===== src/rtl/core/dhc_pkg.sv =====
`timescale 1ns / 1ps
// shared types, constants and helper functions of the disparity colorizer
package dhc_pkg;

    // pixel and register geometry
    localparam int PIXEL_BITS = 8;
    localparam int Q_W        = 9;
    localparam int NUM_W      = 16;
    localparam int CFG_ADDR_W = 2;
    localparam int CFG_DATA_W = 9;

    // hue span of the colormap in degrees
    localparam int HUE_SPAN = 240;

    // request kinds
    localparam logic REQ_MEASURE  = 1'b0;
    localparam logic REQ_COLORIZE = 1'b1;

    // register indexes
    localparam logic [CFG_ADDR_W-1:0] REG_FIXED_MAX  = 2'd0;
    localparam logic [CFG_ADDR_W-1:0] REG_SATURATION = 2'd1;
    localparam logic [CFG_ADDR_W-1:0] REG_BRIGHTNESS = 2'd2;

    // input word
    typedef struct packed {
        logic                  req_type;
        logic                  frame_start;
        logic [PIXEL_BITS-1:0] disparity;
    } dhc_in_t;

    // output word
    typedef struct packed {
        logic [7:0] blue;
        logic [7:0] green;
        logic [7:0] red;
    } dhc_out_t;

    // configuration registers
    typedef struct packed {
        logic [PIXEL_BITS-1:0] fixed_max;
        logic [Q_W-1:0]        saturation;
        logic [Q_W-1:0]        brightness;
    } dhc_cfg_t;

    // job handed from the front to the back: black flag, maximum, hue numerator
    typedef struct packed {
        logic                  black;
        logic [PIXEL_BITS-1:0] maxv;
        logic [NUM_W-1:0]      num;
    } dhc_job_t;

    // queue status
    typedef struct packed {
        logic full;
        logic empty;
    } dhc_fifo_stat_t;

    // back end status
    typedef struct packed {
        logic busy;
    } dhc_back_stat_t;

    // one restoring division step: returns {quotient bit, new remainder}
    function automatic logic [PIXEL_BITS:0] div_step(
        input logic [PIXEL_BITS-1:0] rem,
        input logic                  din,
        input logic [PIXEL_BITS-1:0] dv
    );
        logic [PIXEL_BITS:0] trial;
        logic [PIXEL_BITS:0] diff;
        trial = {rem, din};
        diff  = trial - {1'b0, dv};
        if (trial >= {1'b0, dv}) begin
            return {1'b1, diff[PIXEL_BITS-1:0]};
        end else begin
            return {1'b0, trial[PIXEL_BITS-1:0]};
        end
    endfunction

endpackage


===== src/rtl/core/dhc_front.sv =====
`timescale 1ns / 1ps
// front end: takes pixels, tracks the frame maximum, queues colorize jobs
module dhc_front (
    input  logic              aclk,
    input  logic              aresetn,
    input  logic              s_valid,
    output logic              s_ready,
    input  dhc_pkg::dhc_in_t  s_data,
    input  dhc_pkg::dhc_cfg_t cfg,
    input  dhc_pkg::dhc_fifo_stat_t fifo_stat,
    output logic              push,
    output dhc_pkg::dhc_job_t job
);
    import dhc_pkg::*;

    logic [PIXEL_BITS-1:0] frame_max_reg;
    logic [PIXEL_BITS-1:0] frame_max_next;
    logic [PIXEL_BITS-1:0] max_sel;
    logic [PIXEL_BITS-1:0] disp_clamp;
    logic [PIXEL_BITS-1:0] span;
    logic                  accept;

    // a word is taken whenever the queue has room
    assign s_ready = !fifo_stat.full;
    assign accept  = s_valid && s_ready;
    assign push    = accept && (s_data.req_type == REQ_COLORIZE);

    // maximum in use, clamped pixel and hue numerator
    always_comb begin
        max_sel    = (cfg.fixed_max != '0) ? cfg.fixed_max : frame_max_reg;
        disp_clamp = (s_data.disparity > max_sel) ? max_sel : s_data.disparity;
        span       = max_sel - disp_clamp;
        job.black  = (max_sel == '0);
        job.maxv   = max_sel;
        job.num    = NUM_W'(span) * NUM_W'(HUE_SPAN);
    end

    // running maximum of the measure pass
    always_comb begin
        frame_max_next = frame_max_reg;
        if (accept && (s_data.req_type == REQ_MEASURE)) begin
            if (s_data.frame_start || (s_data.disparity > frame_max_reg)) begin
                frame_max_next = s_data.disparity;
            end
        end
    end

    always_ff @(posedge aclk) begin
        if (!aresetn) begin
            frame_max_reg <= '0;
        end else begin
            frame_max_reg <= frame_max_next;
        end
    end

endmodule


===== src/rtl/core/dhc_fifo.sv =====
`timescale 1ns / 1ps
// two-entry job queue between the front and the back
module dhc_fifo (
    input  logic                    aclk,
    input  logic                    aresetn,
    input  logic                    push,
    input  dhc_pkg::dhc_job_t       wr_data,
    input  logic                    pop,
    output dhc_pkg::dhc_job_t       rd_data,
    output dhc_pkg::dhc_fifo_stat_t stat
);
    import dhc_pkg::*;

    dhc_job_t    mem_reg [2];
    logic        wr_ptr_reg;
    logic        wr_ptr_next;
    logic        rd_ptr_reg;
    logic        rd_ptr_next;
    logic [1:0]  cnt_reg;
    logic [1:0]  cnt_next;

    assign rd_data    = mem_reg[rd_ptr_reg];
    assign stat.full  = (cnt_reg == 2'd2);
    assign stat.empty = (cnt_reg == 2'd0);

    // pointer and fill count update
    always_comb begin
        wr_ptr_next = push ? !wr_ptr_reg : wr_ptr_reg;
        rd_ptr_next = pop ? !rd_ptr_reg : rd_ptr_reg;
        cnt_next    = cnt_reg;
        if (push && !pop) begin
            cnt_next = cnt_reg + 2'd1;
        end else if (pop && !push) begin
            cnt_next = cnt_reg - 2'd1;
        end
    end

    always_ff @(posedge aclk) begin
        if (!aresetn) begin
            wr_ptr_reg <= 1'b0;
            rd_ptr_reg <= 1'b0;
            cnt_reg    <= 2'd0;
        end else begin
            wr_ptr_reg <= wr_ptr_next;
            rd_ptr_reg <= rd_ptr_next;
            cnt_reg    <= cnt_next;
        end
    end

    // storage
    always_ff @(posedge aclk) begin
        if (push) begin
            mem_reg[wr_ptr_reg] <= wr_data;
        end
    end

endmodule


===== src/rtl/core/dhc_back.sv =====
`timescale 1ns / 1ps
// back end: hue division, hsv to rgb conversion, scaling and output register
module dhc_back (
    input  logic                    aclk,
    input  logic                    aresetn,
    input  dhc_pkg::dhc_cfg_t       cfg,
    input  dhc_pkg::dhc_job_t       job,
    input  dhc_pkg::dhc_fifo_stat_t fifo_stat,
    output logic                    pop,
    output dhc_pkg::dhc_back_stat_t stat,
    output logic                    m_valid,
    input  logic                    m_ready,
    output dhc_pkg::dhc_out_t       m_data
);
    import dhc_pkg::*;

    localparam int TERM_W  = 17;
    localparam int PROD_W  = 27;
    localparam int CLAMP_W = 22;
    localparam int Z_W     = 12;
    localparam int QP_W    = 25;
    localparam int LANES   = 3;

    // sequencer states
    localparam logic [2:0] ST_IDLE = 3'd0;
    localparam logic [2:0] ST_DIV  = 3'd1;
    localparam logic [2:0] ST_TERM = 3'd2;
    localparam logic [2:0] ST_MUL  = 3'd3;
    localparam logic [2:0] ST_SCL  = 3'd4;
    localparam logic [2:0] ST_REC  = 3'd5;

    // hue sectors
    localparam logic [2:0] SEC_0 = 3'd0;
    localparam logic [2:0] SEC_1 = 3'd1;
    localparam logic [2:0] SEC_2 = 3'd2;
    localparam logic [2:0] SEC_3 = 3'd3;
    localparam logic [2:0] SEC_4 = 3'd4;

    // lane order
    localparam int LANE_B = 0;
    localparam int LANE_G = 1;
    localparam int LANE_R = 2;

    localparam logic signed [TERM_W-1:0] TERM_ONE  = 17'sd15360;
    localparam logic signed [PROD_W-1:0] DENOM_S   = 27'sd3932160;
    localparam logic [CLAMP_W-1:0]       DENOM     = 22'd3932160;
    localparam logic [QP_W-1:0]          RECIP_15  = 25'd4370;

    logic [2:0]            state_reg,  state_next;
    logic [1:0]            cnt_reg,    cnt_next;
    logic [PIXEL_BITS-1:0] maxv_reg,   maxv_next;
    logic [PIXEL_BITS-1:0] rem_reg,    rem_next;
    logic [PIXEL_BITS-1:0] low_reg,    low_next;
    logic [PIXEL_BITS-1:0] quo_reg,    quo_next;
    logic signed [TERM_W-1:0] term_reg [LANES];
    logic signed [TERM_W-1:0] term_next [LANES];
    logic signed [PROD_W-1:0] prod_reg [LANES];
    logic signed [PROD_W-1:0] prod_next [LANES];
    logic [Z_W-1:0]        z_reg [LANES];
    logic [Z_W-1:0]        z_next [LANES];
    logic                  out_valid_reg, out_valid_next;
    dhc_out_t              out_reg,       out_next;

    logic                  out_free;
    logic [PIXEL_BITS:0]   step_a;
    logic [PIXEL_BITS:0]   step_b;
    logic [2:0]            sec;
    logic [PIXEL_BITS-1:0] frac8;
    logic [5:0]            frac;
    logic [5:0]            frac_inv;
    logic [14:0]           rs;
    logic [14:0]           rts;
    logic signed [9:0]     pdiff;
    logic signed [TERM_W-1:0] term_v, term_p, term_q, term_t;
    logic [CLAMP_W-1:0]    clamp_val [LANES];
    logic [29:0]           scaled [LANES];
    logic [QP_W-1:0]       qp [LANES];

    assign m_valid   = out_valid_reg;
    assign m_data    = out_reg;
    assign out_free  = !out_valid_reg || m_ready;
    assign pop       = !fifo_stat.empty
                       && ((state_reg == ST_IDLE) || ((state_reg == ST_REC) && out_free));
    assign stat.busy = (state_reg != ST_IDLE);

    // two restoring division steps a cycle
    always_comb begin
        step_a = div_step(rem_reg, low_reg[PIXEL_BITS-1], maxv_reg);
        step_b = div_step(step_a[PIXEL_BITS-1:0], low_reg[PIXEL_BITS-2], maxv_reg);
    end

    // sector and fraction of the hue
    always_comb begin
        if (quo_reg >= 8'd240) begin
            sec = SEC_4; frac8 = quo_reg - 8'd240;
        end else if (quo_reg >= 8'd180) begin
            sec = SEC_3; frac8 = quo_reg - 8'd180;
        end else if (quo_reg >= 8'd120) begin
            sec = SEC_2; frac8 = quo_reg - 8'd120;
        end else if (quo_reg >= 8'd60) begin
            sec = SEC_1; frac8 = quo_reg - 8'd60;
        end else begin
            sec = SEC_0; frac8 = quo_reg;
        end
        frac     = frac8[5:0];
        frac_inv = 6'd60 - frac;
    end

    // v, p, q and t numerators before the brightness factor
    always_comb begin
        rs     = {9'b0, frac} * {6'b0, cfg.saturation};
        rts    = {9'b0, frac_inv} * {6'b0, cfg.saturation};
        pdiff  = $signed(10'd256) - $signed({1'b0, cfg.saturation});
        term_v = TERM_ONE;
        term_p = $signed({{7{pdiff[9]}}, pdiff}) * 17'sd60;
        term_q = TERM_ONE - $signed({2'b00, rs});
        term_t = TERM_ONE - $signed({2'b00, rts});
    end

    // clamp to 0..1, times 255, and the reciprocal multiply by 1/15 of the final divide
    always_comb begin
        for (int i = 0; i < LANES; i++) begin
            if (prod_reg[i][PROD_W-1]) begin
                clamp_val[i] = '0;
            end else if (prod_reg[i] > DENOM_S) begin
                clamp_val[i] = DENOM;
            end else begin
                clamp_val[i] = prod_reg[i][CLAMP_W-1:0];
            end
            scaled[i] = {clamp_val[i], 8'b0} - {8'b0, clamp_val[i]};
            qp[i]     = QP_W'(z_reg[i]) * RECIP_15;
        end
    end

    // sequencer
    always_comb begin
        state_next     = state_reg;
        cnt_next       = cnt_reg;
        maxv_next      = maxv_reg;
        rem_next       = rem_reg;
        low_next       = low_reg;
        quo_next       = quo_reg;
        term_next      = term_reg;
        prod_next      = prod_reg;
        z_next         = z_reg;
        out_valid_next = out_valid_reg;
        out_next       = out_reg;

        if (out_valid_reg && m_ready) begin
            out_valid_next = 1'b0;
        end

        case (state_reg)
            ST_DIV: begin
                rem_next = step_b[PIXEL_BITS-1:0];
                low_next = {low_reg[PIXEL_BITS-3:0], 2'b00};
                quo_next = {quo_reg[PIXEL_BITS-3:0], step_a[PIXEL_BITS], step_b[PIXEL_BITS]};
                cnt_next = cnt_reg + 2'd1;
                if (cnt_reg == 2'd3) begin
                    state_next = ST_TERM;
                end
            end
            ST_TERM: begin
                case (sec)
                    SEC_0: begin
                        term_next[LANE_B] = term_p;
                        term_next[LANE_G] = term_t;
                        term_next[LANE_R] = term_v;
                    end
                    SEC_1: begin
                        term_next[LANE_B] = term_p;
                        term_next[LANE_G] = term_v;
                        term_next[LANE_R] = term_q;
                    end
                    SEC_2: begin
                        term_next[LANE_B] = term_t;
                        term_next[LANE_G] = term_v;
                        term_next[LANE_R] = term_p;
                    end
                    SEC_3: begin
                        term_next[LANE_B] = term_v;
                        term_next[LANE_G] = term_q;
                        term_next[LANE_R] = term_p;
                    end
                    SEC_4: begin
                        term_next[LANE_B] = term_v;
                        term_next[LANE_G] = term_p;
                        term_next[LANE_R] = term_t;
                    end
                    default: begin
                        term_next[LANE_B] = term_q;
                        term_next[LANE_G] = term_p;
                        term_next[LANE_R] = term_v;
                    end
                endcase
                state_next = ST_MUL;
            end
            ST_MUL: begin
                for (int i = 0; i < LANES; i++) begin
                    prod_next[i] = $signed({1'b0, cfg.brightness}) * term_reg[i];
                end
                state_next = ST_SCL;
            end
            ST_SCL: begin
                for (int i = 0; i < LANES; i++) begin
                    z_next[i] = scaled[i][29:18];
                end
                state_next = ST_REC;
            end
            ST_REC: begin
                if (out_free) begin
                    out_valid_next = 1'b1;
                    out_next.blue  = qp[LANE_B][23:16];
                    out_next.green = qp[LANE_G][23:16];
                    out_next.red   = qp[LANE_R][23:16];
                    state_next     = ST_IDLE;
                end
            end
            default: begin
                state_next = ST_IDLE;
            end
        endcase

        // next job from the queue
        if (pop) begin
            maxv_next = job.maxv;
            rem_next  = job.num[NUM_W-1:PIXEL_BITS];
            low_next  = job.num[PIXEL_BITS-1:0];
            quo_next  = '0;
            cnt_next  = '0;
            if (job.black) begin
                for (int i = 0; i < LANES; i++) begin
                    z_next[i] = '0;
                end
                state_next = ST_REC;
            end else begin
                state_next = ST_DIV;
            end
        end
    end

    // control registers
    always_ff @(posedge aclk) begin
        if (!aresetn) begin
            state_reg     <= ST_IDLE;
            cnt_reg       <= '0;
            out_valid_reg <= 1'b0;
        end else begin
            state_reg     <= state_next;
            cnt_reg       <= cnt_next;
            out_valid_reg <= out_valid_next;
        end
    end

    // datapath registers
    always_ff @(posedge aclk) begin
        maxv_reg  <= maxv_next;
        rem_reg   <= rem_next;
        low_reg   <= low_next;
        quo_reg   <= quo_next;
        term_reg  <= term_next;
        prod_reg  <= prod_next;
        z_reg     <= z_next;
        out_reg   <= out_next;
    end

endmodule


===== src/rtl/core/disparity_hsv_colorizer.sv =====
`timescale 1ns / 1ps
// top level of the disparity hsv colorizer
//
//  channel   dir   handshake                  word
//  s_        in    s_valid / s_ready          req_type, frame_start, disparity
//  m_        out   m_valid / m_ready          blue, green, red
//  cfg_      in    cfg_wr_en                  cfg_addr, cfg_wr_data
//
// measure words only update the frame maximum; a colorize word keeps the back end busy
// through the divide steps at two quotient bits each, then term, multiply, scale and
// reciprocal steps, the next job loading in the reciprocal state; black pixels go straight to the reciprocal step.
// synchronous active-low reset clears control state; the frame maximum resets to 0.
// a stalled m_ holds its word; s_ready drops once the two-entry queue is full.
module disparity_hsv_colorizer (
    input  logic                                 aclk,
    input  logic                                 aresetn,
    input  logic                                 s_valid,
    output logic                                 s_ready,
    input  dhc_pkg::dhc_in_t                     s_data,
    output logic                                 m_valid,
    input  logic                                 m_ready,
    output dhc_pkg::dhc_out_t                    m_data,
    input  logic                                 cfg_wr_en,
    input  logic [dhc_pkg::CFG_ADDR_W-1:0]       cfg_addr,
    input  logic [dhc_pkg::CFG_DATA_W-1:0]       cfg_wr_data
);
    import dhc_pkg::*;

    dhc_cfg_t       cfg_reg;
    dhc_cfg_t       cfg_next;
    dhc_job_t       push_job;
    dhc_job_t       pop_job;
    dhc_fifo_stat_t fifo_stat;
    dhc_back_stat_t back_stat;
    logic           push;
    logic           pop;

    // configuration registers
    always_comb begin
        cfg_next = cfg_reg;
        if (cfg_wr_en) begin
            case (cfg_addr)
                REG_FIXED_MAX:  cfg_next.fixed_max  = cfg_wr_data[PIXEL_BITS-1:0];
                REG_SATURATION: cfg_next.saturation = cfg_wr_data[Q_W-1:0];
                REG_BRIGHTNESS: cfg_next.brightness = cfg_wr_data[Q_W-1:0];
                default: ;
            endcase
        end
    end

    always_ff @(posedge aclk) begin
        if (!aresetn) begin
            cfg_reg.fixed_max  <= '0;
            cfg_reg.saturation <= 9'd256;
            cfg_reg.brightness <= 9'd256;
        end else begin
            cfg_reg <= cfg_next;
        end
    end

    // front end
    dhc_front u_front (
        .aclk      (aclk),
        .aresetn   (aresetn),
        .s_valid   (s_valid),
        .s_ready   (s_ready),
        .s_data    (s_data),
        .cfg       (cfg_reg),
        .fifo_stat (fifo_stat),
        .push      (push),
        .job       (push_job)
    );

    // job queue
    dhc_fifo u_fifo (
        .aclk    (aclk),
        .aresetn (aresetn),
        .push    (push),
        .wr_data (push_job),
        .pop     (pop),
        .rd_data (pop_job),
        .stat    (fifo_stat)
    );

    // back end
    dhc_back u_back (
        .aclk      (aclk),
        .aresetn   (aresetn),
        .cfg       (cfg_reg),
        .job       (pop_job),
        .fifo_stat (fifo_stat),
        .pop       (pop),
        .stat      (back_stat),
        .m_valid   (m_valid),
        .m_ready   (m_ready),
        .m_data    (m_data)
    );

    // measure words never enter the queue
    a_measure_no_push: assert property (@(posedge aclk) disable iff (!aresetn)
        (s_valid && s_ready && (s_data.req_type == REQ_MEASURE)) |-> !push)
        else $error("measure word pushed into the job queue");

    // an accepted colorize word is waiting in the queue on the next cycle
    a_colorize_queued: assert property (@(posedge aclk) disable iff (!aresetn)
        (s_valid && s_ready && (s_data.req_type == REQ_COLORIZE)) |=> !fifo_stat.empty)
        else $error("colorize word lost on the way into the queue");

    // a new result only comes out of a busy back end
    a_result_from_work: assert property (@(posedge aclk) disable iff (!aresetn)
        $rose(m_valid) |-> $past(back_stat.busy))
        else $error("result word appeared without back end work");

endmodule


===== config.mk =====
export PLATFORM = sky130hd
export DESIGN_NAME = disparity_hsv_colorizer
export DESIGN_NICKNAME = d
export VERILOG_FILES = /design/src/rtl/core/dhc_pkg.sv /design/src/rtl/core/dhc_front.sv /design/src/rtl/core/dhc_fifo.sv /design/src/rtl/core/dhc_back.sv /design/src/rtl/core/disparity_hsv_colorizer.sv
export SDC_FILE = /design/constraint.sdc
export NUM_CORES = 2
export LEC_CHECK = 0
export BUFFER_PORTS_ARGS = -buffer_cell sky130_fd_sc_hd__buf_2
export CAP_MARGIN = 30
export CORE_UTILIZATION = 30
export CTS_BUF_LIST = sky130_fd_sc_hd__clkbuf_8
export DETAILED_ROUTE_END_ITERATION = 12
export PLACE_DENSITY = 0.41
export SLEW_MARGIN = 15
export SYNTH_ARGS = -nofsm -noshare
export SYNTH_HDL_FRONTEND = slang
export SYNTH_HIERARCHICAL = 1
export SYNTH_SLANG_ARGS = --single-unit
export TNS_END_PERCENT = 30

===== constraint.sdc =====
create_clock -name aclk -period 9.4 [get_ports aclk]
set_input_delay 0 -clock aclk [delete_from_list [all_inputs] [get_ports aclk]]
set_output_delay 0 -clock aclk [all_outputs]
set_load 0.01 [all_outputs]

* After elaboration in Yosys (flattened, before gate mapping) *
Memories as Yosys holds them, arrays and structs flattened. A register that Yosys moved wholly into a read port is not among the register bits.
Cells that the tools add are included.

word-level totals
  flip-flop bits (word level) = 268
  output and inout port bits = 26
  logic and storage cells = 155
  RAM bits = 42
  memories kept = 1

cells by class
  eq/ne operators = 15
  reductions and logical operators = 33
  magnitude comparators = 11
  $mul = 10
  bitwise operators = 2
  add/sub/neg operators = 17
  muxes and demuxes = 40

memories
  name            words  width  rd ports  clocked after memory_dff  wr ports  line            RTL
  u_fifo.mem_reg  2      21     1         1                         1         dhc_fifo.sv:14  dhc_job_t mem_reg [2];

operators by type and width
  kind                                                             count
  case mux 51 bit (5 select lines)                                 1
  two-way mux 22 bit                                               6
  two-way mux 36 bit                                               3
  subtractor 30 x 22 -> 30 bit                                     3
  greater-than comparator 27 x 23 -> 1 bit, second input constant  3
  multiplier 10 x 17 -> 27 bit                                     3
  multiplier 12 x 12 -> 23 bit, second input constant              3
  two-way mux 8 bit                                                6
  subtractor 14 x 15 -> 16 bit, first input constant               2
  multiplier 6 x 9 -> 15 bit                                       2
  two-way mux 6 bit                                                4
  subtractor 6 bit, second input constant                          4
  subtractor 8 bit                                                 3
  two-way mux 3 bit                                                7
  greater-or-equal comparator 9 x 8 -> 1 bit                       2
  two-way mux 9 bit                                                2
  greater-or-equal comparator 8 bit, second input constant         2
  greater-than comparator 8 bit                                    2
  multiplier 10 x 5 -> 15 bit, second input constant               1
  case mux 3 bit (5 select lines)                                  1
  == test 3 x 2 -> 1 bit, second input constant                    4
  multiplier 8 x 4 -> 12 bit, second input constant                1
  AND reduction 2 bit                                              6
  subtractor 9 x 9 -> 10 bit, first input constant                 1
  22 further kinds                                                 56

* Longest topological paths before layout *
  depth in word-level cells = 9
  gate-level depth with buffers = 30
  gate-level depth less buffers = 28

* By module *
Netlist, hierarchy kept.

modules (own cells, without submodules)
  module                   sequential area each (um^2)  instances  cells an instance  area each (um^2)
  dhc_back                 6406.1                       1          4116               37846.3
  dhc_front                160.2                        1          264                2118.3
  dhc_fifo                 1601.5                       1          100                2021.9
  disparity_hsv_colorizer  520.5                        1          97                 987.2

* Least setup slack after synthesis *
OpenSTA, ideal clock, no wires.

  path type = reg2reg
  start point = register u_back.quo_reg[0]
  end point = register u_back/term_reg[46] (netlist name) (data pin)
  library setup time = 0.265 ns
  buffers on the path = 2
  clock period less this slack = 6.841 ns
  arrival = 6.576 ns
  data required time = 9.135 ns
  cell stages (with the launch flop) = 26
  setup slack = 2.559 ns
  path through = dfxtp_1 clkbuf_1 inv_1 ha_1 a21o_1 a211oi_1 a2111oi_0 a311o_1 a21oi_1 and3_1 clkbuf_1 mux2_2 fa_1 inv_1 fa_1 fa_1 inv_1 ha_1 ha_1 o21ai_0 a21oi_1 o21ai_0 a21o_1 a311oi_1 a21oi_1 or3_1

between the ends
  cells in the longest elaborated chain, start to end = 9
  elaborated cells between the ends (all ways) = 27

RTL lines
  what                                                                                   line                              RTL
  from (decl)                                                                            dhc_back.sv:54                    logic [PIXEL_BITS-1:0] quo_reg, quo_next;
  from (signal assigned)                                                                 dhc_back.sv:260                   quo_reg <= quo_next;
  greater-or-equal comparator 8 x 6 -> 1 bit / subtractor 6 bit (equally long branches)  dhc_back.sv:100, dhc_back.sv:101
  two-way mux 6 bit                                                                      dhc_back.sv:100                   end else if (quo_reg >= 8'd60) begin
  two-way mux 6 bit                                                                      dhc_back.sv:98                    end else if (quo_reg >= 8'd120) begin
  two-way mux 6 bit                                                                      dhc_back.sv:96                    end else if (quo_reg >= 8'd180) begin
  two-way mux 6 bit                                                                      dhc_back.sv:94                    if (quo_reg >= 8'd240) begin
  subtractor 6 bit                                                                       dhc_back.sv:106                   frac_inv = 6'd60 - frac;
  multiplier 6 x 9 -> 15 bit                                                             dhc_back.sv:112                   rts = {9'b0, frac_inv} * {6'b0, cfg.saturation};
  subtractor 14 x 15 -> 16 bit                                                           dhc_back.sv:117                   term_t = TERM_ONE - $signed({2'b00, rts});
  case mux 51 bit (5 select lines) (*)                                                   dhc_back.sv:164                   case (sec)
  to (signal assigned)                                                                   dhc_back.sv:261                   term_reg <= term_next;
  to (decl)                                                                              dhc_back.sv:55                    logic signed [TERM_W-1:0] term_reg [LANES];

Every way passes the cells marked *; elsewhere a longest branch is shown, timed or not.
A chain may end at the register's enable or synchronous reset.

* Worst setup path after layout *
Same ends and word-level chain as after synthesis.

==> impl_results.md <==
- Shortest period the worst path allows: 7.885 ns
- Number of global-route vias before repair: roughly 33k
- CTS tree: built
- CTS clock-pin slew for the worst setup and hold paths: ~0.06 ns
- CP arrival: around 8.4 ns
- CP Max Fanout: 16
- Largest net degree at the start of global routing: 66
- CORE AREA: about 140000 sq um
- Vias: ~31k
- Share of layout cells above drive strength 1: about 6.0%
- Antenna Nets Post-Route: 0
- Multi-input logic area: between 30000 and 40000 sq um
- Net Sw Power: around 0.0071 W
- Final core utilization: ~33%
- Routed wire per std cell: approximately 17 um
- H-tree levels: 3
- Post-Syn Area: ~43000 sq um
- Total negative setup slack: 0 ns
- Hold Path Class: input pin to flop
- Max reg flops: between 80 and 90
- HPWL Detailed: 88150 um
- Final Max Slew Viols: 0
- Maximum VDD drop: 0.3150 mV
- CTS Hold Buffers Added: 56
- Synth Area per Inst: roughly 9.4 sq um
- RSZ-0062 raised after global routing: no
- Placement Cell Area: 45420 sq um
- First-pass GRT wire length: 179900 um
- Syn-to-layout area delta: 10.45%
- Worst-Skew Late Latency: between 0.7 and 0.8 ns
- 1st-iter DRT viols: approximately 1.3k
- Critical path launch point type: flop
- Ports: 52
- Via-to-Cell Ratio: about 4.7
- Number of setup violations in the final report: 0
- Pwr dens: just over 300 nW/um^2
- Sequential share of power: 19.1%
- Num CTS Buffers: 69
- CTS max path bufs: 3
- Final Wtd Congestion: approximately 0.83
- Final Skew: 0.03443 ns
- Die X: ~380 um
- Hold Fails Final Rpt: 0
- Worst Path Required: just under 10 ns
- GRT Util Overall: between 10% and 20%
- Final layout net count: around 5.7k
- GRT overflow: 0
- Total power: around 0.015 W
- Sw frac: roughly 48%
- Status: complete, no violations
- Cells after Synth: about 4.6k
- Initial antenna violation count: 3
- Yosys warnings: 6
- Input/output buffers: 51
- Slew HR: 35.90%
- Post-Route WL: around 110000 um
- Layout filler cell count: between 10k and 15k
- Max_cap viols: 0
- Pleak: 22.56 nW
- Worst hold margin: roughly 0.089 ns
- CTS Sinks: around 320
- Crit end category: flop
- FP Rows: roughly 140
- Die H: about 380 um
- 1st-pass router iterations: 5
- Worst slew pin tran: 0.9615 ns
- Comb power frac: between 60 and 70%
- Setup Fix Bufs, Post-CTS: 0
- Post-route cell area: between 40000 and 50000 sq um
- Setup CP Type: flop to flop
- Clock power frac: approximately 11%
- Max Clk Rate: roughly 130 MHz
- Post-CTS Resized: 0
- DR DRC count: 0
- Storage element area: between 8000 and 9000 sq um
- Initial core utilization: about 30%
- Die area: between 100000 and 150000 sq um
- Int Pwr: about 0.0076 W
- CTS Root Cell: clkbuf_8
- Final worst path period share: approximately 84%
metal layers:
metal  up-vias  GRT usage (%)  routed length [um]
li1      15340              -                   -
met1     15300          21.14               53610
met2       350          25.92               51530
met3       113          2.012                2998
met4         0          3.808                2319
met5         -              0                   0
cell type report:
cell class                      count  share of cell area (%)
Clock buffer                       77                   2.233
Antenna cell                        2                 0.01055
Timing Repair Buffer              148                   2.491
Inverter                          781                   6.180
Tap cell                         1890                   4.983
Multi-Input combinational cell   3341                   64.95
Clock inverter                     51                  0.8357
Sequential cell                   319                   18.32
worst max-delay path: stages (launching register included):
cell      delay, ns
dfxtp_1        0.54
inv_1          0.16
ha_1           0.31
a21o_1         0.22
a211o_1        0.53
and3_1         0.29
mux2i_1        0.13
o22ai_1        0.09
a22oi_1        0.22
buf_4          0.22
and3_1         0.32
mux2_2         0.39
fa_1           0.53
inv_1          0.05
fa_1           0.50
fa_1           0.54
inv_1          0.04
ha_1           0.29
ha_1           0.32
o21ai_0        0.11
a21oi_1        0.22
o21ai_0        0.20
a21o_1         0.24
a311oi_1       0.61
a21oi_1        0.14
or3_1          0.39
through the flow:
stage,instances,setup WS (ns)
6_report,6609,1.515
5_1_grt,6609,0.9751
4_1_cts,6606,1.587
3_5_place_dp,6422,1.644
3_3_place_gp,6416,1.730
2_1_floorplan,4579,2.559
final timing paths:
kind                          start                  end  slack [ns]  cells past startpoint
hold reg to reg          cfg_reg[5]           cfg_reg[5]        0.46                      2
setup reg to reg  u_back/quo_reg[0]  u_back/term_reg[46]        1.51                     25
hold / removal            cfg_wr_en           cfg_reg[5]        0.09                      3
setup / recovery  u_back/quo_reg[0]  u_back/term_reg[46]        1.51                     25
power groups by stage:
stage	Sequential (W)	Combinational [W]	Clock, W
2_1_floorplan	0.00261	0.00772	0
3_3_place_gp	0.00284	0.0102	0
3_5_place_dp	0.00284	0.0102	0
4_1_cts	0.00281	0.0104	0.00171
5_1_grt	0.00285	0.0118	0.00175
6_report	0.00280	0.0102	0.00162
cells in the final DEF (no fill, tap or decap), types with 42 or more instances in the layout:
master,count
ha_1,564
nand3_1,63
xnor2_1,141
dlygate4sd3_1,56
mux2i_1,51
fa_1,491
xor2_1,49
o21ai_0,138
dfxtp_1,85
clkbuf_8,77
and2_1,364
a21o_1,58
mux2_2,43
nor2b_1,42
edfxtp_1,230
nor2_1,155
nor3_1,55
inv_1,799
buf_2,51
a21oi_1,165
nand2_1,450
Power figures use the tool's default switching activity.
